<file path="config.mk">
export PLATFORM = sky130hd
export DESIGN_NAME = rsp_front
export DESIGN_NICKNAME = d
export VERILOG_FILES = /design/src/sv/rsp_pkg.sv /design/src/sv/rsp_front.sv
export SDC_FILE = /design/constraint.sdc
export NUM_CORES = 1
export LEC_CHECK = 0
export BUFFER_PORTS_ARGS = -buffer_cell sky130_fd_sc_hd__clkbuf_2
export CAP_MARGIN = 10
export CORE_ASPECT_RATIO = 1.75
export CORE_MARGIN = 3
export CORE_UTILIZATION = 40
export CTS_BUF_LIST = sky130_fd_sc_hd__clkbuf_4
export DETAILED_ROUTE_END_ITERATION = 7
export GPL_TIMING_DRIVEN = 0
export HOLD_SLACK_MARGIN = 0.08
export PLACE_DENSITY_LB_ADDON = 0.15
export SLEW_MARGIN = 20
export SYNTH_ARGS = -nofsm -noshare
export SYNTH_HDL_FRONTEND = slang
export SYNTH_SLANG_ARGS = --single-unit
export TNS_END_PERCENT = 30
</file>
<file path="constraint.sdc">
create_clock -name aclk -period 11.51 [get_ports aclk]
set_clock_uncertainty 0.15 [all_clocks]
set_input_delay 1.151 -clock aclk [delete_from_list [all_inputs] [get_ports aclk]]
set_output_delay 1.151 -clock aclk [all_outputs]
set_load 0.05 [all_outputs]
</file>
<file path="src/sv/rsp_pkg.sv">
// Package for the retention slot policy unit: sizes, codes and beat types.
// Used by every module of the block but rsp_ram; depends on nothing.
package rsp_pkg;

    localparam int SLOTS   = 256;
    localparam int SLOT_W  = $clog2(SLOTS);
    localparam int CNT_W   = SLOT_W + 1;
    localparam int STAMP_W = 48;
    localparam int SEQ_W   = 32;
    localparam int PRIO_W  = 8;
    localparam int PCT_W   = 7;
    localparam int PERCENT = 100;
    localparam int REC_W   = PRIO_W + SEQ_W + STAMP_W;

    typedef enum logic [1:0] {
        OP_STORE = 2'd0,
        OP_MARK  = 2'd1,
        OP_PRUNE = 2'd2,
        OP_PEEK  = 2'd3
    } op_t;

    typedef enum logic [1:0] {
        STAT_OK        = 2'd0,
        STAT_NOT_FOUND = 2'd1,
        STAT_REJECTED  = 2'd2,
        STAT_INVALID   = 2'd3
    } stat_t;

    typedef enum logic [1:0] {
        CFG_BEST_EFFORT = 2'd0,
        CFG_GUARANTEED  = 2'd1,
        CFG_WARN_PCT    = 2'd2
    } cfg_idx_t;

    typedef struct packed {
        logic [1:0]         op;
        logic [PRIO_W-1:0]  priority_req;
        logic [STAMP_W-1:0] time_ms;
        logic [SEQ_W-1:0]   seq_in;
    } in_t;

    typedef struct packed {
        logic [1:0]         status;
        logic [7:0]         slot_out;
        logic [SEQ_W-1:0]   seq_out;
        logic [PRIO_W-1:0]  prio_out;
        logic [STAMP_W-1:0] stamp_out;
        logic               lost_unuploaded;
        logic [8:0]         pruned_count;
        logic [8:0]         used_count;
        logic [8:0]         unsent_count;
        logic               fill_alert;
    } out_t;

    typedef struct packed {
        in_t  item;
        logic bad;
    } cmd_t;

endpackage

</file>
<file path="src/sv/rsp_front.sv">
// Front part: accepts input beats, flags malformed marks, and queues commands.
// Depends on rsp_pkg.
module rsp_front
    import rsp_pkg::*;
(
    input  logic aclk,
    input  logic aresetn,
    input  logic s_valid,
    output logic s_ready,
    input  in_t  s_data,
    output logic q_valid,
    input  logic q_pop,
    output cmd_t q_data
);

    cmd_t       buf_reg [2];
    logic       rd_ptr_reg;
    logic       wr_ptr_reg;
    logic [1:0] cnt_reg;
    logic       push;
    logic       pop;
    cmd_t       cmd_in;

    assign s_ready = (cnt_reg != 2'd2);
    assign q_valid = (cnt_reg != 2'd0);
    assign q_data  = buf_reg[rd_ptr_reg];
    assign push    = s_valid && s_ready;
    assign pop     = q_valid && q_pop;

    always_comb begin
        cmd_in.item = s_data;
        cmd_in.bad  = (op_t'(s_data.op) == OP_MARK) && (s_data.seq_in == '0);
    end

    always_ff @(posedge aclk) begin
        if (!aresetn) begin
            rd_ptr_reg <= 1'b0;
            wr_ptr_reg <= 1'b0;
            cnt_reg    <= 2'd0;
        end else begin
            if (push) begin
                buf_reg[wr_ptr_reg] <= cmd_in;
                wr_ptr_reg          <= ~wr_ptr_reg;
            end
            if (pop) begin
                rd_ptr_reg <= ~rd_ptr_reg;
            end
            cnt_reg <= cnt_reg + {1'b0, push} - {1'b0, pop};
        end
    end

endmodule

</file>
# Word level (Yosys, flattened, before mapping)
# Memories as Yosys holds them, arrays and structs flattened. A register that Yosys moved wholly into a read port is not among the register bits.
# Index checks and enable logic that the tools add are counted.
[totals]
reg_bits = 4
latchBits = 0
mem_bits_rw = 182
rom_bits = 0
wordCells = 20
n_memories = 1
[classes]
add_sub_neg = 2
n_mul = 0
div_mod_pow = 0
magnitude_cmp = 0
n_eq_ne = 2
shift = 0
muxes = 5
bitwise = 2
n_reduce_logical = 5
[memory_table]
columns = ["name", "words", "width", "read_ports", "rd_clocked_by_memory_dff", "wr", "line", "source"]
rows = [
  ["buf_reg", 2, 91, 1, 1, 1, "rsp_front.sv:16", "cmd_t buf_reg [2];"],
]
[ops]
columns = ["op", "count"]
rows = [
  ["$logic_not 32->1", 1],
  ["$mux 1", 5],
  ["$logic_and 1x1->1", 3],
  ["$add 2x1->2", 1],
  ["$eq 2x1->1 const B", 1],
  ["$ne 2x2->1 const B", 1],
  ["$not 1->1", 2],
  ["$reduce_bool 2->1", 1],
  ["$sub 2x1->2", 1],
]

# Logic depth before layout (Yosys ltp)
# Gate-level depths: netlist of the first run.
[logic_depth]
word_depth = 5
ltp_mapped = 8
depth_no_buf = 8

# Worst setup path after synthesis of the first run
# Ideal clock, no wire load.
[synth_timing]
path_kind = "input port to flip-flop"
startpoint = "input port aresetn"
endpoint = "memory buf_reg[0][0] in the netlist's numbering, enable pin"
setup_ns = 0.653
arrival_time_ns = 7.439
required_time_ns = 10.707
path_slack_ns = 3.268
path_stages = 2
cell_sequence = "inv_1 > nor3_1"
[synth_via]
elab_chain_len = 2
[synth_rtl]
columns = ["element", "line", "source"]
rows = [
  ["start, declared", "rsp_front.sv:7", "input logic aresetn,"],
  ["$mux 1", "rsp_front.sv:36", "if (!aresetn) begin"],
  ["$mux 1 (implied by the code)", "rsp_front.sv:42", "buf_reg[wr_ptr_reg] <= cmd_in;"],
  ["end, declared", "rsp_front.sv:16", ""],
]
# No other way between the ends.

==> reports/qor.yml, run 1 <==
layout:
  utilization: 0.512
  fillers: 1494
  drive_above_1_share: 0.612
  stdcell_area_um2: 9060
  largest_register_ffs: 182
  multiInputGateArea_um2: 1570
  area_growth_pct: 23.6
  seqCellArea_um2: 5570
  final_nets: 648
sta:
  maxSlewViolCount: 0
  fin_crit_ps: 3190
  rsz0062_at_grt: "no"
  relSlewSlack: 0.696
  setup_viol: 0
  hold_viol: 0
  max_freq_mhz: 313
  period_share: 0.277
  setup_ws_ps: 8320
  worst_slew_pin_slew_ps: 452
  holdWs_ps: 394
power:
  p_switching_uw: 775
  switching_share: 0.379
  power_density_nw_per_um2: 225
  pwr-share-seq: 0.406
  clock_power_share: 0.186
  ir_worst_vdd_uv: 126
  p_int_uw: 1270
  p_leak_uw: 0.00358
  p_comb_frac: 0.408
critical_path:
  timing.rr.end: "buf_reg[1][77]"
  crit_chain: "buf_6, buf_12, mux2_4, clkbuf_2"
  end_kind: "output port"
  r2r-start: "cnt_reg[0]"
  rrSetupSlack_ps: 9050
  slowest_stage: "dfxtp_1"
  path_buf_inv: 3
  r2r_cells: 8
  required_ps: 10210
  critPathArrivalTime_ps: 1890
  crit_type: "register to output port"
  slowest_delay_ps: 350
  setup.worst_path.start_class: "register"
  crit_family: "buffers and inverters"
  crit_fanout: 10
status:
  status: "complete, no violations"
drt:
  wl_per_cell_um: 17.4
  dr.max_layer_used: "met4"
  wl_met2_mm: 7.74
  dr_wl_met3_um: 872
  ant_nets: 0
  dr_total_vias: 3759
  drc_errors: 0
  drt_pass1_iterations: 4
  drt_iter0_drc: 86
  vias_per_cell: 4.71
  wl_mm: 13.9
  m1WireLength_mm: 4.82
synth:
  ys_types: 23
  synthesis.nets: 419
  synthArstFlopShare: 0
  synth-seq-area-share: 0.759
  syn_avg_cell_area_um2: 22.7
  synth_warnings: 0
  synth_edf_count: 182
  netlist_instances: 323
  yosys_register_bits: 187
  yosys_most_used_dff: "edfxtp_1"
  synth_area_um2: 7330
clocking:
  cts_tree: "done"
  post_cts_buffers: 0
  numCtsBuffers: 17
  cts_sinks: 187
  clkLatencyLatePin_ps: 540
  root_buffer: "clkbuf_4"
  cts_resized: 0
  cts-htree-levels: 4
  ctsHoldBuffers: 0
  clk_pin_slew_worst_paths_ps: 140
  clock_path_buffers: 2
global_route:
  antenna_found_initial: 1
  gr-usage-all-layers: 0.143
  grt_overflow: 0
  grt_max_degree: 17
  grt_pass1_wl_mm: 21.0
  grt_pass1_vias: 4002
floorplan:
  die_h_um: 185
  dieArea_um2: 20000
  io_pins: 187
  die_x_um: 108
  rows: 64
  core_area_um2: 17700
  initial_core_util: 0.414
min_path:
  hp-start: "rd_ptr_reg"
  hold_path_depth: 2
  hold_end: "rd_ptr_reg"
  hp-class: "register to register"
flow_run:
  drv_cap: 0
place:
  post-place-ws_ps: 8320
  finalWeightedCongestion: 0.705
  port-buffer-count: 186
  placed_area_um2: 8750
  hpwlAfterDp_mm: 10.6
[worst min-delay path: cells and delay by family (launching register included)]
kind / cells / cell delay, ps
and+or+nand+nor: 1 / 80
xor gates and xnor gates: 1 / 90
DFF: 1 / 360
[worst max-delay path by stage]
stage,cells after the start,slack (ps),startpoint,end
floorplan,2,3270,aresetn,buf_reg[0][0]
global placement,3,-520,aresetn,buf_reg[0][71]
detailed placement,8,8320,aresetn,buf_reg[1][78]
CTS,4,8210,register,q_data[39]
global route,4,8180,register,q_data[31]
finish,4,8320,register,q_data[31]
[power groups by stage]
| stage | Combinational (uW) | Sequential [uW] | Clock [uW] |
|---|---|---|---|
| 2_1_floorplan | 679 | 855 | 0 |
| 3_3_place_gp | 827 | 865 | 0 |
| 3_5_place_dp | 847 | 846 | 0 |
| 4_1_cts | 849 | 830 | 397 |
| 5_1_grt | 876 | 836 | 416 |
| 6_report | 834 | 829 | 379 |
[cell type report]
class,count,area share
well taps,231,0.0319
clock inverters,13,0.0182
flip-flops and latches,187,0.614
repair buffers,210,0.123
plain buffers,10,0.0211
multi-input cells,123,0.173
diodes,2,0.000552
inverters,3,0.00124
clock buffers,19,0.0157
[cells in the final DEF, fill, tap and decap left out, types with 2 or more instances in the layout]
cell type | netlist | final
nor3_2 | 0 | 2
buf_4 | 0 | 22
clkinv_2 | 0 | 2
clkbuf_4 | 0 | 19
buf_12 | 9 | 9
nand2_1 | 2 | 2
mux2_4 | 90 | 90
edfxtp_1 | 182 | 182
and2_1 | 2 | 2
nor4_1 | 7 | 7
nand3_1 | 2 | 2
dfxtp_1 | 5 | 5
nor3_1 | 4 | 2
diode_2 | 0 | 2
bufinv_16 | 0 | 3
nor2_1 | 4 | 4
buf_6 | 1 | 3
inv_1 | 3 | 3
clkbuf_2 | 0 | 186
clkinvlp_4 | 0 | 4
inv_6 | 0 | 3
ha_1 | 2 | 2
[synth_stat cells, drive strengths merged, types with 2 or more instances]
library cell | n | area [um^2]
buf | 10 | 191
nand2 | 2 | 7.51
and2 | 2 | 12.5
nor4 | 7 | 43.8
nor3 | 4 | 20.0
inv | 3 | 11.3
nand3 | 2 | 10.0
mux2 | 91 | 1360
ha | 2 | 25.0
dfxtp | 5 | 100
nor2 | 4 | 15.0
edfxtp | 182 | 5470
[stage by stage]
| stage | std cells | power, uW | setup TNS [ps] |
|---|---|---|---|
| global placement | 740 | 1690 | -92420 |
| floorplan | 323 | 1530 | 0 |
| finish | 798 | 2040 | 0 |
| detailed placement | 764 | 1690 | 0 |
| CTS | 796 | 2080 | 0 |
| global route | 797 | 2130 | 0 |
[cell families after synthesis]
kind of cell               synth area share
muxes                                 0.186
and+or+nand+nor                      0.0186
buffers and inverters                0.0277
AOI/OAI and AO/OA                   0.00273
DFF                                   0.759
adders and majority gates           0.00341
xor gates and xnor gates            0.00239
[routing by layer]
layer  global-route usage  up-vias
met4               0.0753        0
met5                    0        -
li1                     -     1740
met3               0.0436       26
met2                0.255      132
met1                0.147     1861
Power figures use the tool's default switching activity.
==> run 2: changes to the inputs <==
- ABC_AREA: not set -> 1
- clock period: 11.51 -> 2.65 ns (I/O delays scaled with it)
==> reports/qor.yml, run 2 <==
critical_path:
  end_kind: "output port"
  slowest_stage: "dfxtp_1"
  crit_type: "register to output port"
  crit_fanout: 10
  slowest_delay_ps: 350
  rrSetupSlack_ps: 520
  crit_chain: "buf_6, buf_12, mux2_4, clkbuf_2"
  r2r-start: "cnt_reg[0]"
  critPathArrivalTime_ps: 1860
  setup.worst_path.start_class: "register"
  required_ps: 2240
layout:
  stdcell_area_um2: 10100
  drive_above_1_share: 0.501
  utilization: 0.558
  area_growth_pct: 36.6
  layout_common_cells: "clkbuf_2 (186), edfxtp_1 (182), dlygate4sd3_1 (93), mux2_4 (90), nor2_1 (25)"
  largest_register_ffs: 182
  final_nets: 752
  layout_commonest_cell: "clkbuf_2"
drt:
  wl_mm: 14.2
  wl_per_cell_um: 15.7
  drt_iter0_drc: 98
  dr_total_vias: 4078
  vias_per_cell: 4.51
  drc_errors: 0
  ant_nets: 0
  drt_pass1_iterations: 4
global_route:
  grt_overflow: 0
  grt-busiest-layer: "met2"
  antenna_found_initial: 1
  globalRouteMet1Util: 0.146
  grt_pass1_wl_mm: 21.6
  grt_use_met2: 0.266
  grt_pass1_vias: 4286
  gr-usage-all-layers: 0.144
  grt_max_degree: 26
  globalRouteMet3Util: 0.0403
synth:
  synth_area_leaders: "edfxtp_1 (74%), mux2_4 (18%), buf_12 (2.4%), dfxtp_1 (1.4%), nor2_1 (1.3%)"
  synth_xor_area_frac: 0.00238
  synth_edf_count: 182
  syn_avg_cell_area_um2: 21.3
  netlist_instances: 347
  synthesis.nets: 443
  yosysTopAreaCellShare: 0.741
  synth_compound_gate_area_share: 0.000679
  yosys_register_bits: 187
  synthArstFlopShare: 0
  synth_common_cells: "edfxtp_1 (182), mux2_4 (90), nor2_1 (26)"
  synth_warnings: 0
  synth.area.mux_share: 0.185
  yosys.area_share.simple: 0.0241
  synth_area_um2: 7370
  yosysMostFrequentCell: "edfxtp_1"
  synth_top_family_by_area: "multiplexers"
  synth_top_cell_by_area: "edfxtp_1"
  ys_types: 15
  synth-seq-area-share: 0.755
  yosys_most_used_dff: "edfxtp_1"
  synth_adder_area_share: 0.00339
floorplan:
  die_x_um: 109
  initial_core_util: 0.408
  rows: 65
  core_area_um2: 18100
  die_h_um: 186
  io_pins: 187
  dieArea_um2: 20200
clocking:
  cts_resized: 0
  post_cts_buffers: 0
  cts-htree-levels: 4
  clk_pin_slew_worst_paths_ps: 160
  cts_sinks: 187
  root_buffer: "clkbuf_4"
  cts_tree: "done"
  ctsHoldBuffers: 93
  clock_path_buffers: 2
  numCtsBuffers: 17
  clkLatencyLatePin_ps: 550
sta:
  maxSlewViolCount: 0
  fin_crit_ps: 2280
  rsz0062_at_grt: "no"
  holdWs_ps: 283
  setup_viol: 0
  hold_viol: 0
  max_freq_mhz: 439
  period_share: 0.860
  relSlewSlack: 0.679
  tns_ps: 0
  worst_slew_pin_slew_ps: 481
place:
  placed_area_um2: 8850
  finalWeightedCongestion: 0.737
  hpwlAfterDp_mm: 10.1
  port-buffer-count: 186
min_path:
  hp-start: "s_data[39]"
  hp-class: "primary input to register"
flow_run:
  drv_cap: 0
power:
  p_int_uw: 5490
  ir_worst_vdd_uv: 460
  clock_power_share: 0.175
  p_leak_uw: 0.00399
  pwr-share-seq: 0.404
  switching_share: 0.383
  p_switching_uw: 3420
  power_density_nw_per_um2: 885
  p_comb_frac: 0.421
status:
  status: "complete, no violations"
## run 2: through the flow
stage,setup WS [ps],power [uW],cells
6_report,370,8910,904
4_1_cts,270,9050,903
3_3_place_gp,-1830,7270,767
5_1_grt,226,9300,904
3_5_place_dp,487,7360,778
2_1_floorplan,-712,6620,347
## run 2: routing by layer
metal | part of all wire | vias up
li1 | - | 1954
met5 | 0 | -
met3 | 0.047 | 17
met1 | 0.36 | 1999
met2 | 0.56 | 108
met4 | 0.025 | 0
## run 2: power by group through the flow
| stage | Clock [uW] | Combinational (uW) | Sequential [uW] |
|---|---|---|---|
| global placement | 0 | 3580 | 3680 |
| finish | 1560 | 3750 | 3600 |
| detailed placement | 0 | 3690 | 3670 |
| CTS | 1640 | 3810 | 3610 |
| floorplan | 0 | 2950 | 3670 |
| global route | 1740 | 3940 | 3630 |
## run 2: worst max-delay path, delay by kind of cell, from the launching register on
kind	cells	cell delay (ps)
buf+inv	3	660
mux	1	310
flops	1	350
## run 2: path summary, 6_finish.rpt
check,to,cells after the start
setup / recovery,q_data[85],4
hold / removal,buf_reg[0][40],2
setup reg to reg,buf_reg[1][44],8
hold reg to reg,wr_ptr_reg,2
## run 2: kinds of logic (layout without fill, tap and decap cells)
logic type / Yosys count / in the layout
flops: 187 / 187
mux: 91 / 91
simple gates: 46 / 46
buf+inv: 18 / 340
fa+ha+maj: 2 / 2
xor+xnor: 2 / 2
compound gates: 1 / 1
other cells: 0 / 1
## run 2: final cells by class
cell class                      count  area (um^2)
Antenna cell                        1         2.50
Buffer                             10          191
Clock buffer                       17          128
Clock inverter                     15          164
Fill cell                        1509         7980
Inverter                            8         30.0
Multi-Input combinational cell    142         1630
Sequential cell                   187         5570
Tap cell                          234          293
Timing Repair Buffer              290         2070
